$ cat src/dfds_pkg.sv
// Package for the dirty-fragment display scheduler: command and state codes,
// transfer payload structs and the character test.
// No dependencies.
package dfds_pkg;

    localparam int FRAGMENTS_DEF  = 8;
    localparam int FRAGMENT_CHARS = 3;
    localparam int TEXT_W         = 24;
    localparam int FIELD_IDX_W    = 3;
    localparam logic [7:0] SPACE_CHAR = 8'h20;

    typedef enum logic [2:0] {
        CMD_LOAD    = 3'd0,
        CMD_PEEK    = 3'd1,
        CMD_ACCEPT  = 3'd2,
        CMD_RESET   = 3'd3,
        CMD_REFRESH = 3'd4
    } cmd_t;

    typedef enum logic {
        ST_IDLE,
        ST_EXEC
    } state_t;

    typedef struct packed {
        logic [2:0]        command;
        logic [2:0]        load_index;
        logic [TEXT_W-1:0] load_text;
        logic              load_last;
    } in_item_t;

    typedef struct packed {
        logic              offer_found;
        logic [2:0]        offer_index;
        logic [TEXT_W-1:0] offer_text;
    } out_item_t;

    // True when any character of the fragment is not a space.
    function automatic logic has_nonspace(input logic [TEXT_W-1:0] text);
        logic hit;
        hit = 1'b0;
        for (int c = 0; c < FRAGMENT_CHARS; c++) begin
            if (text[8*c +: 8] != SPACE_CHAR) begin
                hit = 1'b1;
            end
        end
        return hit;
    endfunction

endpackage

$ cat src/dirty_fragment_display_scheduler.sv
// Top level of the dirty-fragment display scheduler.
// Depends on dfds_pkg for command codes, payload structs and the space test.

// Every command runs in two steps: in the cycle of the input transfer the
// target and sent text memories are read at the addresses the command needs
// (the loaded fragment, the pending offer, or the next dirty fragment found
// from the scan cursor), and in the execute state the read data comes back
// from the synchronous memories and the block writes back and updates its
// masks. The input is taken again only once that write-back is done, so a new
// command is not taken before the last one is through. A peek gives one result
// transfer; it waits in its execute state only while an earlier result still
// sits unclaimed in the output register. The per-fragment known, forced,
// mismatch and non-space flags, together with one valid bit per memory entry,
// live in flip-flops, so a reset command clears everything at its write-back and
// never needs a sweep through the memories.
module dirty_fragment_display_scheduler #(
    parameter int FRAGMENTS = dfds_pkg::FRAGMENTS_DEF
) (
    input  logic                aclk,
    input  logic                aresetn,
    input  logic                s_valid,
    output logic                s_ready,
    input  dfds_pkg::in_item_t  s_data,
    output logic                m_valid,
    input  logic                m_ready,
    output dfds_pkg::out_item_t m_data
);
    import dfds_pkg::*;

    localparam int IDX_W = (FRAGMENTS > 1) ? $clog2(FRAGMENTS) : 1;
    localparam logic [IDX_W-1:0] LAST_IDX = IDX_W'(FRAGMENTS - 1);

    // Text memories, one entry per fragment.
    logic [TEXT_W-1:0] target_mem [FRAGMENTS];
    logic [TEXT_W-1:0] sent_mem   [FRAGMENTS];

    state_t state_reg, state_next;

    // Command captured at the input transfer.
    cmd_t              cmd_reg;
    logic [IDX_W-1:0]  idx_reg;
    logic              idx_ok_reg;
    logic [TEXT_W-1:0] text_reg;
    logic              last_reg;
    logic              found_reg;
    logic [IDX_W-1:0]  found_idx_reg;

    // Registered memory read data and the entry valid bits seen with it.
    logic [TEXT_W-1:0] target_rd_reg;
    logic [TEXT_W-1:0] sent_rd_reg;
    logic              target_rd_ok_reg;
    logic              sent_rd_ok_reg;

    // Scheduler state held in flip-flops.
    logic [FRAGMENTS-1:0] target_ent_reg, target_ent_next;
    logic [FRAGMENTS-1:0] sent_ent_reg, sent_ent_next;
    logic [FRAGMENTS-1:0] known_reg, known_next;
    logic [FRAGMENTS-1:0] forced_reg, forced_next;
    logic [FRAGMENTS-1:0] mismatch_reg, mismatch_next;
    logic [FRAGMENTS-1:0] nonspace_reg, nonspace_next;
    logic [IDX_W-1:0]     cursor_reg, cursor_next;
    logic [IDX_W-1:0]     offered_reg, offered_next;
    logic [TEXT_W-1:0]    latched_reg, latched_next;
    logic                 target_valid_reg, target_valid_next;
    logic                 pending_reg, pending_next;

    logic      m_valid_reg, m_valid_next;
    out_item_t m_data_reg, m_data_next;

    logic                 in_fire;
    logic                 slot_free;
    logic                 exec_fire;
    logic [FRAGMENTS-1:0] dirty;
    logic                 hit;
    logic [IDX_W-1:0]     hit_idx;
    logic [IDX_W-1:0]     target_raddr;
    logic [IDX_W-1:0]     sent_raddr;
    logic                 load_idx_ok;
    logic                 target_we;
    logic                 sent_we;
    logic [TEXT_W-1:0]    target_eff;
    logic [TEXT_W-1:0]    sent_eff;

    assign in_fire   = s_valid && s_ready;
    assign slot_free = !m_valid_reg || m_ready;
    // A peek may only finish when the output register can take its result.
    assign exec_fire = (state_reg == ST_EXEC) && ((cmd_reg != CMD_PEEK) || slot_free);

    // A fragment is dirty when forced, never sent, or sent text differs.
    assign dirty = forced_reg | ~known_reg | mismatch_reg;

    // Round-robin search: the first dirty fragment at or after the cursor.
    // Walking the offsets from the top down lets the smallest offset win.
    always_comb begin
        int j;
        hit     = 1'b0;
        hit_idx = '0;
        for (int n = FRAGMENTS - 1; n >= 0; n--) begin
            j = int'(cursor_reg) + n;
            if (j >= FRAGMENTS) begin
                j = j - FRAGMENTS;
            end
            if (dirty[IDX_W'(j)]) begin
                hit     = 1'b1;
                hit_idx = IDX_W'(j);
            end
        end
    end

    assign load_idx_ok = int'(s_data.load_index) < FRAGMENTS;
    assign sent_raddr  = IDX_W'(s_data.load_index);
    // A peek reads the fragment it is about to offer, an accept the offered one.
    assign target_raddr = (cmd_t'(s_data.command) == CMD_PEEK) ? hit_idx : offered_reg;

    // Entries never written since reset read as zero.
    assign target_eff = target_rd_ok_reg ? target_rd_reg : '0;
    assign sent_eff   = sent_rd_ok_reg ? sent_rd_reg : '0;

    // Next state of the sequencer.
    always_comb begin
        state_next = state_reg;
        case (state_reg)
            ST_IDLE: begin
                if (in_fire) begin
                    state_next = ST_EXEC;
                end
            end
            ST_EXEC: begin
                if (exec_fire) begin
                    state_next = ST_IDLE;
                end
            end
            default: begin
                state_next = ST_IDLE;
            end
        endcase
    end

    // Handshake outputs of the sequencer.
    always_comb begin
        s_ready = 1'b0;
        case (state_reg)
            ST_IDLE: begin
                s_ready = 1'b1;
            end
            ST_EXEC: begin
                s_ready = 1'b0;
            end
            default: begin
                s_ready = 1'b0;
            end
        endcase
    end

    // Write-back in the execute state: read-modify-write of masks and memories.
    always_comb begin
        target_ent_next   = target_ent_reg;
        sent_ent_next     = sent_ent_reg;
        known_next        = known_reg;
        forced_next       = forced_reg;
        mismatch_next     = mismatch_reg;
        nonspace_next     = nonspace_reg;
        cursor_next       = cursor_reg;
        offered_next      = offered_reg;
        latched_next      = latched_reg;
        target_valid_next = target_valid_reg;
        pending_next      = pending_reg;
        target_we         = 1'b0;
        sent_we           = 1'b0;
        m_valid_next      = m_valid_reg && !m_ready;
        m_data_next       = m_data_reg;

        if (exec_fire) begin
            case (cmd_reg)
                CMD_LOAD: begin
                    if (idx_ok_reg) begin
                        target_we                = 1'b1;
                        target_ent_next[idx_reg] = 1'b1;
                        mismatch_next[idx_reg]   = (sent_eff != text_reg);
                        nonspace_next[idx_reg]   = has_nonspace(text_reg);
                    end
                    if (last_reg) begin
                        target_valid_next = 1'b1;
                    end
                end
                CMD_PEEK: begin
                    pending_next             = found_reg;
                    m_valid_next             = 1'b1;
                    m_data_next.offer_found  = found_reg;
                    m_data_next.offer_index  = '0;
                    m_data_next.offer_text   = '0;
                    if (found_reg) begin
                        offered_next            = found_idx_reg;
                        latched_next            = target_eff;
                        m_data_next.offer_index = FIELD_IDX_W'(found_idx_reg);
                        m_data_next.offer_text  = target_eff;
                    end
                end
                CMD_ACCEPT: begin
                    if (pending_reg) begin
                        sent_we                    = 1'b1;
                        sent_ent_next[offered_reg] = 1'b1;
                        known_next[offered_reg]    = 1'b1;
                        forced_next[offered_reg]   = 1'b0;
                        mismatch_next[offered_reg] = (latched_reg != target_eff);
                        cursor_next  = (offered_reg == LAST_IDX) ? '0 : offered_reg + 1'b1;
                        pending_next = 1'b0;
                    end
                end
                CMD_RESET: begin
                    target_ent_next   = '0;
                    sent_ent_next     = '0;
                    known_next        = '0;
                    forced_next       = '0;
                    mismatch_next     = '0;
                    // A cleared fragment holds zero bytes, which are not spaces.
                    nonspace_next     = '1;
                    cursor_next       = '0;
                    offered_next      = '0;
                    latched_next      = '0;
                    target_valid_next = 1'b0;
                    pending_next      = 1'b0;
                end
                CMD_REFRESH: begin
                    if (target_valid_reg && (forced_reg == '0) && (|nonspace_reg)) begin
                        forced_next = '1;
                    end
                end
                default: begin
                end
            endcase
        end
    end

    // Text memories: written at write-back, read in the transfer cycle.
    always_ff @(posedge aclk) begin
        if (target_we) begin
            target_mem[idx_reg] <= text_reg;
        end
        if (sent_we) begin
            sent_mem[offered_reg] <= latched_reg;
        end
        if (in_fire) begin
            target_rd_reg <= target_mem[target_raddr];
            sent_rd_reg   <= sent_mem[sent_raddr];
        end
    end

    // Payload captured at the input transfer, plus the output and offer registers; no reset needed.
    always_ff @(posedge aclk) begin
        if (in_fire) begin
            cmd_reg          <= cmd_t'(s_data.command);
            idx_reg          <= IDX_W'(s_data.load_index);
            idx_ok_reg       <= load_idx_ok;
            text_reg         <= s_data.load_text;
            last_reg         <= s_data.load_last;
            found_reg        <= target_valid_reg && hit;
            found_idx_reg    <= hit_idx;
            target_rd_ok_reg <= target_ent_reg[target_raddr];
            sent_rd_ok_reg   <= sent_ent_reg[sent_raddr];
        end
        m_data_reg   <= m_data_next;
        latched_reg  <= latched_next;
        offered_reg  <= offered_next;
    end

    // Control state.
    always_ff @(posedge aclk) begin
        if (!aresetn) begin
            state_reg        <= ST_IDLE;
            target_ent_reg   <= '0;
            sent_ent_reg     <= '0;
            known_reg        <= '0;
            forced_reg       <= '0;
            mismatch_reg     <= '0;
            nonspace_reg     <= '1;
            cursor_reg       <= '0;
            target_valid_reg <= 1'b0;
            pending_reg      <= 1'b0;
            m_valid_reg      <= 1'b0;
        end else begin
            state_reg        <= state_next;
            target_ent_reg   <= target_ent_next;
            sent_ent_reg     <= sent_ent_next;
            known_reg        <= known_next;
            forced_reg       <= forced_next;
            mismatch_reg     <= mismatch_next;
            nonspace_reg     <= nonspace_next;
            cursor_reg       <= cursor_next;
            target_valid_reg <= target_valid_next;
            pending_reg      <= pending_next;
            m_valid_reg      <= m_valid_next;
        end
    end

    assign m_valid = m_valid_reg;
    assign m_data  = m_data_reg;

`ifndef SYNTHESIS
    // An offer can only be pending against a valid target.
    a_pending_needs_valid: assert property (@(posedge aclk) disable iff (!aresetn)
        pending_reg |-> target_valid_reg)
        else $error("offer pending without a valid target");

    // A result that found nothing carries zero index and zero text.
    a_none_is_zero: assert property (@(posedge aclk) disable iff (!aresetn)
        (m_valid_reg && !m_data_reg.offer_found)
            |-> (m_data_reg.offer_index == '0) && (m_data_reg.offer_text == '0))
        else $error("empty offer with non-zero payload");

    // An offered fragment number lies within the screen.
    a_index_in_range: assert property (@(posedge aclk) disable iff (!aresetn)
        (m_valid_reg && m_data_reg.offer_found) |-> (int'(m_data_reg.offer_index) < FRAGMENTS))
        else $error("offered fragment out of range");

    // The input is closed for the cycle after every input transfer.
    a_two_cycle: assert property (@(posedge aclk) disable iff (!aresetn)
        in_fire |=> !s_ready)
        else $error("input taken during write-back cycle");
`endif

endmodule

$ cat config.mk
export PLATFORM = sky130hd
export DESIGN_NAME = dirty_fragment_display_scheduler
export DESIGN_NICKNAME = d
export VERILOG_FILES = /design/src/dfds_pkg.sv /design/src/dirty_fragment_display_scheduler.sv
export SDC_FILE = /design/constraint.sdc
export NUM_CORES = 1
export LEC_CHECK = 0
export ABC_CLOCK_PERIOD_IN_PS = 10800
export BUFFER_PORTS_ARGS = -buffer_cell sky130_fd_sc_hd__buf_2
export CORE_ASPECT_RATIO = 1.5
export CORE_MARGIN = 8
export CORE_UTILIZATION = 65
export CTS_CLUSTER_DIAMETER = 80
export CTS_CLUSTER_SIZE = 12
export DETAILED_ROUTE_END_ITERATION = 12
export GPL_TIMING_DRIVEN = 0
export PLACE_DENSITY = 0.83
export SYNTH_ARGS = -nofsm -noshare
export SYNTH_HDL_FRONTEND = slang
export SYNTH_SLANG_ARGS = --single-unit
$ cat constraint.sdc
create_clock -name aclk -period 10.8 [get_ports aclk]
set_clock_uncertainty 0.15 [all_clocks]
set_input_delay 0.54 -clock aclk [delete_from_list [all_inputs] [get_ports aclk]]
set_output_delay 0.54 -clock aclk [all_outputs]
set_load 0.03 [all_outputs]
# --- Word level (Yosys, flattened, before mapping) ---
# Memories as Yosys holds them, arrays and structs flattened. A register that Yosys moved wholly into a read port is not among the register bits.
# Cells that the tools add are included.
classes:
  addsub: 16
  mul: 0
  n_div: 0
  magnitude_cmp: 22
  eq_ne: 16
  shift: 0
  n_mux: 103
  n_bitwise: 9
  reduce_logical: 30
ops:
  columns: ["operator", "n"]
  rows:
  - ["$mux 24", 3]
  - ["$pmux 8 s2", 4]
  - ["$mux 3", 20]
  - ["$ne 24x24->1", 2]
  - ["$pmux 24 s2", 1]
  - ["$pmux 8 s3", 2]
  - ["$mux 1", 47]
  - ["$lt 3x5->1 const B", 8]
  - ["$mux 8", 5]
  - ["$or 8x8->8", 5]
  - ["$bmux 1 s3", 10]
  - ["$ge 4x4->1 const B", 7]
  - ["$bwmux 8", 3]
  - ["$ne 8x6->1 const B", 3]
  - ["$sub 3x1->3 const B", 8]
  - ["$add 3x3->4 const B", 4]
  - ["$lt 3x4->1 const B", 4]
  - ["$not 8->8", 2]
  - ["$pmux 3 s2", 2]
  - ["$reduce_and 3->1", 4]
  - ["$add 3x2->4 const B", 2]
  - ["$and 8x8->8", 1]
  - ["$logic_and 1x1->1", 8]
  - ["$logic_not 8->1", 1]
  - ["21 further kinds", 40]
totals:
  reg_bits: 147
  latchBits: 0
  ram_bits: 384
  rom_bits: 0
  in_bits: 35
  output_inout_bits: 30
  word_cells: 222
  memories: 2
memory_table:
  columns: ["memory", "words", "word_bits", "rd", "rd_clocked_by_memory_dff", "write_ports", "line_no", "text"]
  rows:
  - ["sent_mem", 8, 24, 1, 1, 1, "dirty_fragment_display_scheduler.sv:35", "logic [TEXT_W-1:0] sent_mem [FRAGMENTS];"]
  - ["target_mem", 8, 24, 1, 1, 1, "dirty_fragment_display_scheduler.sv:34", "logic [TEXT_W-1:0] target_mem [FRAGMENTS];"]

# --- Longest topological paths before layout ---
# Gate-level depths: netlist (run 1).
depth:
  word_depth: 17
  mapped_depth: 16
  ltp_nobuf: 12

# --- Worst setup path after synthesis (run 1) ---
# OpenSTA, ideal clock, no wires.
synth_path:
  path_type: "input port to flip-flop"
  startpoint: "input s_valid"
  endpoint: "register cmd_reg[0], enable pin"
  setup_ns: 0.539
  arrival_ns: 4.251
  t_required_ns: 10.111
  path_slack_ns: 5.860
  path_stages: 1
  path_buffers: 0
  cell_sequence: "nor2b_1"
synth_via:
  elab_chain_len: 1
synth_lines:
  columns: ["element", "line_no", "text"]
  rows:
  - ["start: declaration", "dirty_fragment_display_scheduler.sv:21", "input logic s_valid,"]
  - ["$logic_and 1x1->1", "dirty_fragment_display_scheduler.sv:84", "assign in_fire = s_valid && s_ready;"]
  - ["end signal: assignment", "dirty_fragment_display_scheduler.sv:252", "cmd_reg <= cmd_t'(s_data.command);"]
  - ["end: declaration", "dirty_fragment_display_scheduler.sv:40", "cmd_t cmd_reg;"]
# Every way passes these cells.
# A chain may end at the register's enable or synchronous reset.

# --- Worst setup path in the final report (run 1) ---
layout_path:
  startpoint: "register cursor_reg[0]"
  endpoint: "register target_rd_reg[13], read port of target_mem, data pin"
layout_via:
  elab_chain_len: 15
  word_cells_on_any_way: 64
  classes_between: "add/sub: 15; order compare: 8; mux: 41"
layout_lines:
  columns: ["element", "line_no", "text"]
  rows:
  - ["start: declaration", "dirty_fragment_display_scheduler.sv:61", "logic [IDX_W-1:0] cursor_reg, cursor_next;"]
  - ["start signal: assignment", "dirty_fragment_display_scheduler.sv:289", "cursor_reg <= cursor_next;"]
  - ["$add 3x3->4", "dirty_fragment_display_scheduler.sv:99", "j = int'(cursor_reg) + n;"]
  - ["$ge 4x4->1 / $sub 3x1->3 (equally long branches)", "dirty_fragment_display_scheduler.sv:100, dirty_fragment_display_scheduler.sv:101", null]
  - ["$mux 3", "dirty_fragment_display_scheduler.sv:100", "if (j >= FRAGMENTS) begin"]
  - ["$bmux 1 s3", "dirty_fragment_display_scheduler.sv:103", "if (dirty[IDX_W'(j)]) begin"]
  - ["$mux 1 (implied by the code) (2 in a row)", "dirty_fragment_display_scheduler.sv:103", null]
  - ["$mux 3 (7 in a row)", "dirty_fragment_display_scheduler.sv:103", null]
  - ["$mux 3 (*)", "dirty_fragment_display_scheduler.sv:103", null]
  - ["$mux 3 (*)", "dirty_fragment_display_scheduler.sv:113", "assign target_raddr = (cmd_t'(s_data.command) == CMD_PEEK) ? hit_idx : offered_reg;"]
  - ["end: declaration", "dirty_fragment_display_scheduler.sv:49", "logic [TEXT_W-1:0] target_rd_reg;"]
# Every way passes the cells marked *; elsewhere a longest branch is shown, timed or not. The select of a mux whose other input is x is not followed.

==> metrics.txt, run 1 <==
outcome completed; Worst slew margin 0.190; vias per cell 6.81; TritonCTS Buffers 54; Synth area leader edfxtp_1; Max Freq 190 MHz; die area 43900 sq um; Worst setup EP type register; Post-synth EDFFs 524; Routability Congestion 0.888; Mean Syn Cell Area 16.1 sq um; reg-to-reg startpoint cursor_reg[0]; Area Growth Syn to Fin 12.6%; Max VDD drop 0.145 mV; latest clock arrival within the worst-skew pair 590 ps; DRT antenna net count 0; Initial DRT Pass Iterations 8; Slew Viols, Final 0; Final Setup Violations 0; Wirelength per Cell 27.5 microns; setup_tns 0 ps; type of the worst min-delay path input port to register; 1st-iter DRT viols 1819; placement-stage worst setup slack 5580 ps; H-tree depth 2; most frequent cells in the layout edfxtp_1, mux2i_1, clkbuf_1, o21ai_0, buf_2; Main synth FF type edfxtp_1; Clock transition at path regs 60 ps; via count 14786; flop-to-flop setup slack 5550 ps; # Max-Cap Violations 0; r2r endpoint target_rd_reg[13]; HP Start s_data[30]; hold endpoint cmd_reg[2]; Die H 253 microns; antenna violations before repair 2; Final Cell Area 27300 sq um; die width 174 microns; Clock Tree Root clkbuf_16; # rows 86; Syn. warnings 0; Layout Nets 1708; Core ar. 36800 sq um; CTS tree yes; static leakage 9.17 nW; total track usage 0.269; synthesized area 24300 sq um; Worst Slack Setup Final 5550 ps; Worst EP required 10930 ps; GRT Residual Overflow 0; min cycle time layout 5250 ps; cell area after placement 25600 sq um; wire length of the first global-routing pass 89.4 mm; R2R cell count 14; largest net degree at the start of global routing 37; port bufs 64; Initial Utilization 0.660; syn nets 1544; PwrDens 162 nW/um^2; hpwl dp 40.3 mm; top cells by area, synth edfxtp_1, mux4_2, dfxtp_1, mux2i_1, mux2_2; total power 4.44 mW; Worst Max-Slew Pin Slew 1210 ps; crit path DAT 5380 ps; library cells used by synthesis 75; RSZ-0062 raised after global routing no; Post-Place Cells 2070; flops & latches, synth 579; ANT cells 0; Period Utilization, post-route 0.486; sequential share of the synthesized area 0.693; Detailed Route WL 59.7 mm; top-area cell type share of the netlist area 0.648; most common cell after layout, fill and taps aside edfxtp_1; startpoint types register; I/O pin cnt 65; CTS Buffer Depth 3; vias in the first global route 14880; Filler cells 2147; clk sink count 579; fraction of layout cells with a size suffix above 1 0.185; FFs w/ async S/R, synth 0; final hold vios 0; Max FO, Critical Path 10; Synth Instances 1505; kind of critical path register to register; Worst Hold Path Cells 1; Layout Cells excl Fill 2172; # DRC 0
==> what timing repair did <==
item,in CTS,in global routing
hold endpoints to repair,27,0
hold buffers,27,0
gates resized for setup,0,0
buffers inserted,0,0
==> worst max-delay path, stage by stage (launching register included) <==
cell,delay [ps]
dfxtp_1,420
inv_1,160
clkbuf_1,270
ha_1,430
buf_2,280
mux2i_1,220
a222oi_1,600
nand2_1,150
and3_1,200
a211oi_2,390
a21oi_1,160
nor2_1,680
clkbuf_1,480
a22o_1,270
a221oi_1,80
==> synth_stat cells (all sizes together), types with 3 or more instances <==
master and number:
nor3b 13, a22oi 23, or2 3, a222oi 3, and2 11, mux2i 105, clkbuf 57, nand2 30
mux2 37, nand2b 5, nand3 35, nor4b 3, mux4 66, or3 6, xnor2 24, edfxtp 524
nor3 17, o21a 26, dfxtp 55, a22o 26, ha 4, o2111ai 3, buf 20, nor4 14
a221oi 26, or3b 13, nand3b 26, inv 15, a21oi 39, o21ai 76, nand4 5, and3 54
nor2 83, nor2b 15, a21boi 10
==> area by class of cell <==
class	count	area, sq um	area share
Multi-Input combinational cell	834	7120	0.260
Clock buffer	71	1420	0.0518
Tap cell	484	606	0.0221
Sequential cell	579	16800	0.616
Buffer	77	370	0.0135
Inverter	15	56.3	0.00206
Clock inverter	4	50.0	0.00183
Timing Repair Buffer	108	891	0.0326
==> how the worst max path moves through the flow <==
stage / startpoint / endpoint / cells after the start
final: cursor_reg[0] / target_rd_reg[13] / 14
after global routing: cursor_reg[0] / target_rd_reg[20] / 14
after CTS: cursor_reg[0] / target_rd_reg[13] / 14
after detailed placement: cursor_reg[0] / target_rd_reg[16] / 14
after global placement: s_valid / text_reg[7] / 2
after floorplan: s_valid / cmd_reg[0] / 1
==> cell families after synthesis <==
family,after synthesis,share of synthesized area
compound gates,259,0.0776
xor+xnor,26,0.0108
fa+ha+maj,4,0.00206
buf+inv,92,0.0176
flops,579,0.693
mux,208,0.122
simple gates,337,0.0768
==> where the power goes <==
| part | leakage, nW | internal, mW | switching, mW |
|---|---|---|---|
| clock | 0.710 | 0.907 | 0.767 |
| combinational | 3.25 | 0.102 | 0.143 |
| sequential | 5.21 | 2.47 | 0.0514 |
==> stage by stage <==
step                 util  hold WS, ps
global placement    0.685          295
CTS                 0.743         2.58
detailed placement  0.696          305
global route        0.743         18.5
finish              0.743         27.8
floorplan               -          285
==> metal layers <==
layer | GRT usage | vias up | part of all wire
li1 | - | 6311 | -
met1 | 0.328 | 7370 | 0.36
met2 | 0.466 | 895 | 0.51
met3 | 0.0437 | 206 | 0.082
met4 | 0.123 | 4 | 0.049
met5 | 0 | - | 0.00039
No activity file was read; power rests on OpenSTA's default activity.
==> run 2, diff against run 1 <==
Settings changed: ABC_CLOCK_PERIOD_IN_PS 10800 to 4450, CORE_UTILIZATION 65 to 56, PLACE_DENSITY 0.83 to 0.76.
Clock period 10.8 ns to 4.45 ns, I/O delays scaled along.
==> metrics.txt, run 2 (synthesized netlist as in run 1, its figures left out) <==
outcome completed; hpwl dp 39.9 mm (-1.2%); PwrDens 391 nW/um^2 (+140%); Clock Tree Root clkbuf_16; Max FO, Critical Path 10 (unchanged); Max VDD drop 0.373 mV (+160%); Die H 271 microns (+7.2%); DRT antenna net count 0 (unchanged); Detailed Route WL 57.8 mm (-3.1%); Worst Max-Slew Pin Slew 1370 ps (+157 ps); kind of critical path register to register; static leakage 9.29 nW (+1.4%); setup_tns 0 ps (unchanged); H-tree depth 2 (unchanged); total track usage 0.230 (-0.0385); die area 50400 sq um (+15%); Clock transition at path regs 60 ps (about the same); crit path DAT 4580 ps (-800 ps); CTS Buffer Depth 3 (unchanged); final hold vios 0 (unchanged); I/O pin cnt 65 (unchanged); Initial DRT Pass Iterations 6 (-2); wire length of the first global-routing pass 87.0 mm (-2.7%); Layout Cells excl Fill 2272 (+4.6%); vias in the first global route 14455 (-2.9%); type of the worst min-delay path input port to register; Post-Place Cells 2157 (+4.2%); clk sink count 579 (unchanged); Period Utilization, post-route 0.972 (+0.486); Filler cells 3071 (+43%); TritonCTS Buffers 54 (unchanged); die width 186 microns (+7.0%); Wirelength per Cell 25.4 microns (-7.4%); Routability Congestion 0.907 (+2.2%); startpoint types register; slowest CP cell nor3b_1; fraction of layout cells with a size suffix above 1 0.201 (+0.0155); 1st-iter DRT viols 1542 (-15%); min cycle time layout 4320 ps (-927 ps); Final Setup Violations 0 (unchanged); ANT cells 0 (unchanged); Layout Nets 1722 (+0.82%); port bufs 64 (unchanged); GRT Residual Overflow 0 (unchanged); most frequent cells in the layout edfxtp_1, mux2i_1, o21ai_0; vias per cell 6.31 (-7.3%); RSZ-0062 raised after global routing no; most common cell after layout, fill and taps aside edfxtp_1; latest clock arrival within the worst-skew pair 600 ps (about the same); Core ar. 42800 sq um (+16%); Util after Layout 0.647 (-0.0958); CTS tree yes; Crit path top cell by count buf_6; # DRC 0 (unchanged); Worst EP required 4700 ps (-6230 ps); largest net degree at the start of global routing 34 (-8.1%); via count 14340 (-3.0%); Initial Utilization 0.567 (-0.0928); antenna violations before repair 0 (-2); Area Growth Syn to Fin 14.2%; # Max-Cap Violations 0 (unchanged); crit path cell chain nor3b_1 -> mux4_2 -> and2_1 -> a22oi_1 -> o311ai_1 -> nand3_2 -> o31a_1 -> buf_6 -> buf_6 -> buf_6 -> mux2i_1 -> a221oi_2; max incr delay on CP 870 ps (+190 ps); Max Freq 231 MHz (+21%); Worst slew margin 0.0852 (-0.105); Slew Viols, Final 0 (unchanged); # rows 93 (+8.1%); Worst setup EP type register
run 2: cell types whose count changed in the layout (fill, tap and decap cells not counted), moves of 3 or more:
cell,previous run,this run
a221oi_2,18,22
buf_2,69,65
dlygate4sd3_1,27,35
clkbuf_4,0,4
a221oi_1,8,4
buf_4,6,15
clkbuf_1,74,66
clkbuf_2,0,5
buf_12,2,5
buf_16,4,1
run 2: cell type report:
class                      count  area, sq um  share of cell area
sequential                   579        16800               0.607
inverter                      15         61.3             0.00221
clock inverter                 3         68.8             0.00248
buffer                        76          389              0.0140
timing repair buffer         123         1000              0.0362
multi-input combinational    834         7200               0.260
tap                          570          713              0.0257
clock buffer                  72         1440              0.0520
run 2: layer usage:
metal | part of all wire | track usage | vias up
li1 | - | - | 6347
met1 | 0.38 | 0.280 | 7229
met2 | 0.52 | 0.400 | 632
met3 | 0.063 | 0.0343 | 132
met4 | 0.041 | 0.0982 | 0
met5 | 0 | 0 | -
run 2: timing repair:
action,CTS,global route
hold buffers,35,0
setup endpoints to repair,25,25
resized for setup,19,15
buffers inserted,5,1
pin swaps,3,2
endpoints found under the hold margin,37,0
run 2: final timing paths:
path | startpoint | end | slack (ps) | cells after the start
setup reg to reg | mismatch_reg[6] | target_rd_reg[15] | 130 | 12
setup / recovery | mismatch_reg[6] | target_rd_reg[15] | 130 | 12
hold / removal | s_data[9] | text_reg[8] | 180 | 2
hold reg to reg | sent_ent_reg[6] | sent_ent_reg[6] | 320 | 1
run 2: worst max-delay path, delay by kind of cell, from the launching register on:
family	cells	cell delay [ps]
flops	1	360
buf+inv	3	500
compound gates	4	1230
simple gates	3	1290
mux	2	580
run 2: stage by stage:
step	power (mW)	setup slack, ps	area, sq um	hold slack, ps
2_1_floorplan	6.56	462	24300	171
3_3_place_gp	6.76	-984	25300	249
3_5_place_dp	6.79	-972	25700	251
4_1_cts	10.9	25.0	27700	156
5_1_grt	11.1	15.9	27700	170
6_report	10.8	125	27700	183
run 2: report_power, final:
part           internal [mW]  switching, mW  leakage [nW]
sequential              6.00          0.121          5.21
combinational          0.258          0.338          3.35
clock                   2.24           1.89         0.728
total                   8.50           2.34          9.29
==> run 3, diff against run 2 <==
Settings changed: CELL_PAD_IN_SITES_DETAIL_PLACEMENT set to 0, CELL_PAD_IN_SITES_GLOBAL_PLACEMENT set to 1, CORE_ASPECT_RATIO 1.5 to 1.25, CORE_UTILIZATION 56 to 48, PLACE_DENSITY 0.76 to not set, PLACE_DENSITY_LB_ADDON set to 0.1.
==> metrics.txt, run 3 (synthesized netlist as in run 1, its figures left out) <==
Clock transition at path regs 70 ps (about the same); I/O pin cnt 65 (unchanged); total track usage 0.209 (-0.0208); cell area after placement 25800 sq um (+0.37%); wire length of the first global-routing pass 90.7 mm (+4.2%); Period Utilization, post-route 0.965 (-0.00692); outcome completed; vias per cell 5.95 (-5.7%); kind of critical path register to register; crit path DAT 4550 ps (-30 ps); Die H 267 microns (-1.3%); latest clock arrival within the worst-skew pair 620 ps (+20 ps); Max Freq 233 MHz (+0.72%); Layout Nets 1714 (-0.46%); vias in the first global route 14090 (-2.5%); # Max-Cap Violations 0 (unchanged); Detailed Route WL 60.6 mm (+4.8%); Initial DRT Pass Iterations 5 (-1); Worst slew margin 0.285 (+0.199); H-tree depth 2 (unchanged); most frequent cells in the layout edfxtp_1, mux2i_1, o21ai_0; Post-Place Cells 2241 (+3.9%); die width 217 microns (+17%); 1st-iter DRT viols 1142 (-26%); Worst Slack Setup Final 156 ps (+30.8 ps); Slew Viols, Final 0 (unchanged); setup_tns 0 ps (unchanged); static leakage 9.25 nW (-0.46%); type of the worst min-delay path input port to register; total power 10.8 mW (about the same); Max VDD drop 0.403 mV (+8.0%); antenna violations before repair 1 (+1); Initial Utilization 0.484 (-0.0832); clk sink count 579 (unchanged); GRT Residual Overflow 0 (unchanged); Util after Layout 0.555 (-0.0927); DRT antenna net count 0 (unchanged); Fin Hold WS 165 ps (-17.9 ps); Max FO, Critical Path 10 (unchanged); Area Growth Syn to Fin 14.6%; placement-stage worst setup slack -1150 ps (-174 ps); CTS tree yes; min cycle time layout 4290 ps (-30.8 ps); # DRC 0 (unchanged); Worst EP required 4710 ps (about the same); final hold vios 0 (unchanged); PwrDens 390 nW/um^2 (-0.45%); startpoint types register; Worst setup EP type register; Clock Tree Root clkbuf_16; CTS Buffer Depth 3 (unchanged); die area 58100 sq um (+15%); hpwl dp 42.2 mm (+5.9%); Wirelength per Cell 25.7 microns (+1.1%); Final Setup Violations 0 (unchanged); RSZ-0062 raised after global routing no; TritonCTS Buffers 54 (unchanged); Reg area 16800 sq um (unchanged); Worst Max-Slew Pin Slew 1060 ps (-310 ps); Routability Congestion 0.856 (-5.7%); Filler cells 4089 (+33%); Final Cell Area 27800 sq um (+0.42%); # rows 92 (-1.1%); ANT cells 0 (unchanged); most common cell after layout, fill and taps aside edfxtp_1; fraction of layout cells with a size suffix above 1 0.199 (-0.00224); Layout Cells excl Fill 2354 (+3.6%); largest net degree at the start of global routing 37 (+8.8%); multi-input logic area 7290 sq um (+1.3%); via count 14004 (-2.3%); Core ar. 50200 sq um (+17%); port bufs 64 (unchanged)
run 3: cell count changes in the layout (fill, tap and decap cells not counted), sizes merged:
cell	previous run	this run
clkbuf	130	128
clkinv	3	5
buf	106	100
run 3: area by class of cell:
cell class,instances,area share
timing repair buffer,115,0.0334
clock buffer,72,0.0510
multi-input combinational,834,0.262
buffer,76,0.0142
tap,658,0.0296
sequential,579,0.605
clock inverter,5,0.00274
inverter,15,0.00229
run 3: routing by layer:
layer / vias to the layer above / track usage / wire length [microns]
li1: 6350 / - / -
met1: 7201 / 0.284 / 26400
met2: 353 / 0.349 / 29900
met3: 100 / 0.0281 / 2660
met4: 0 / 0.0628 / 1610
met5: - / 0 / 0
run 3: what timing repair did:
item | in CTS | in global routing
setup buffers | 2 | 0
hold buffers | 35 | 0
setup endpoints to repair | 25 | 25
resized for setup | 29 | 13
pin swaps | 2 | 2
endpoints found under the hold margin | 45 | 0
run 3: path summary, 6_finish.rpt:
| check | from | end | slack (ps) | cells past startpoint |
|---|---|---|---|---|
| max | cursor_reg[0] | target_rd_reg[12] | 160 | 15 |
| min | s_data[2] | text_reg[1] | 170 | 2 |
| max reg2reg | cursor_reg[0] | target_rd_reg[12] | 160 | 15 |
| min reg2reg | sent_ent_reg[1] | sent_ent_reg[1] | 320 | 1 |
run 3: worst max-delay path, stage by stage (launching register included):
cell	delay, ps
dfxtp_2	380
inv_2	90
clkbuf_4	220
ha_4	300
inv_6	130
mux4_2	560
mux2_2	330
nor3b_1	180
o311ai_1	120
nand3_2	210
o31a_1	360
buf_6	160
buf_6	160
buf_6	180
mux2i_1	160
a221oi_4	360
run 3: power breakdown:
part / switching, mW / internal [mW] / total (mW)
sequential: 0.124 / 6.00 / 6.13
clock: 1.90 / 2.21 / 4.11
combinational: 0.349 / 0.262 / 0.611
total: 2.37 / 8.48 / 10.8
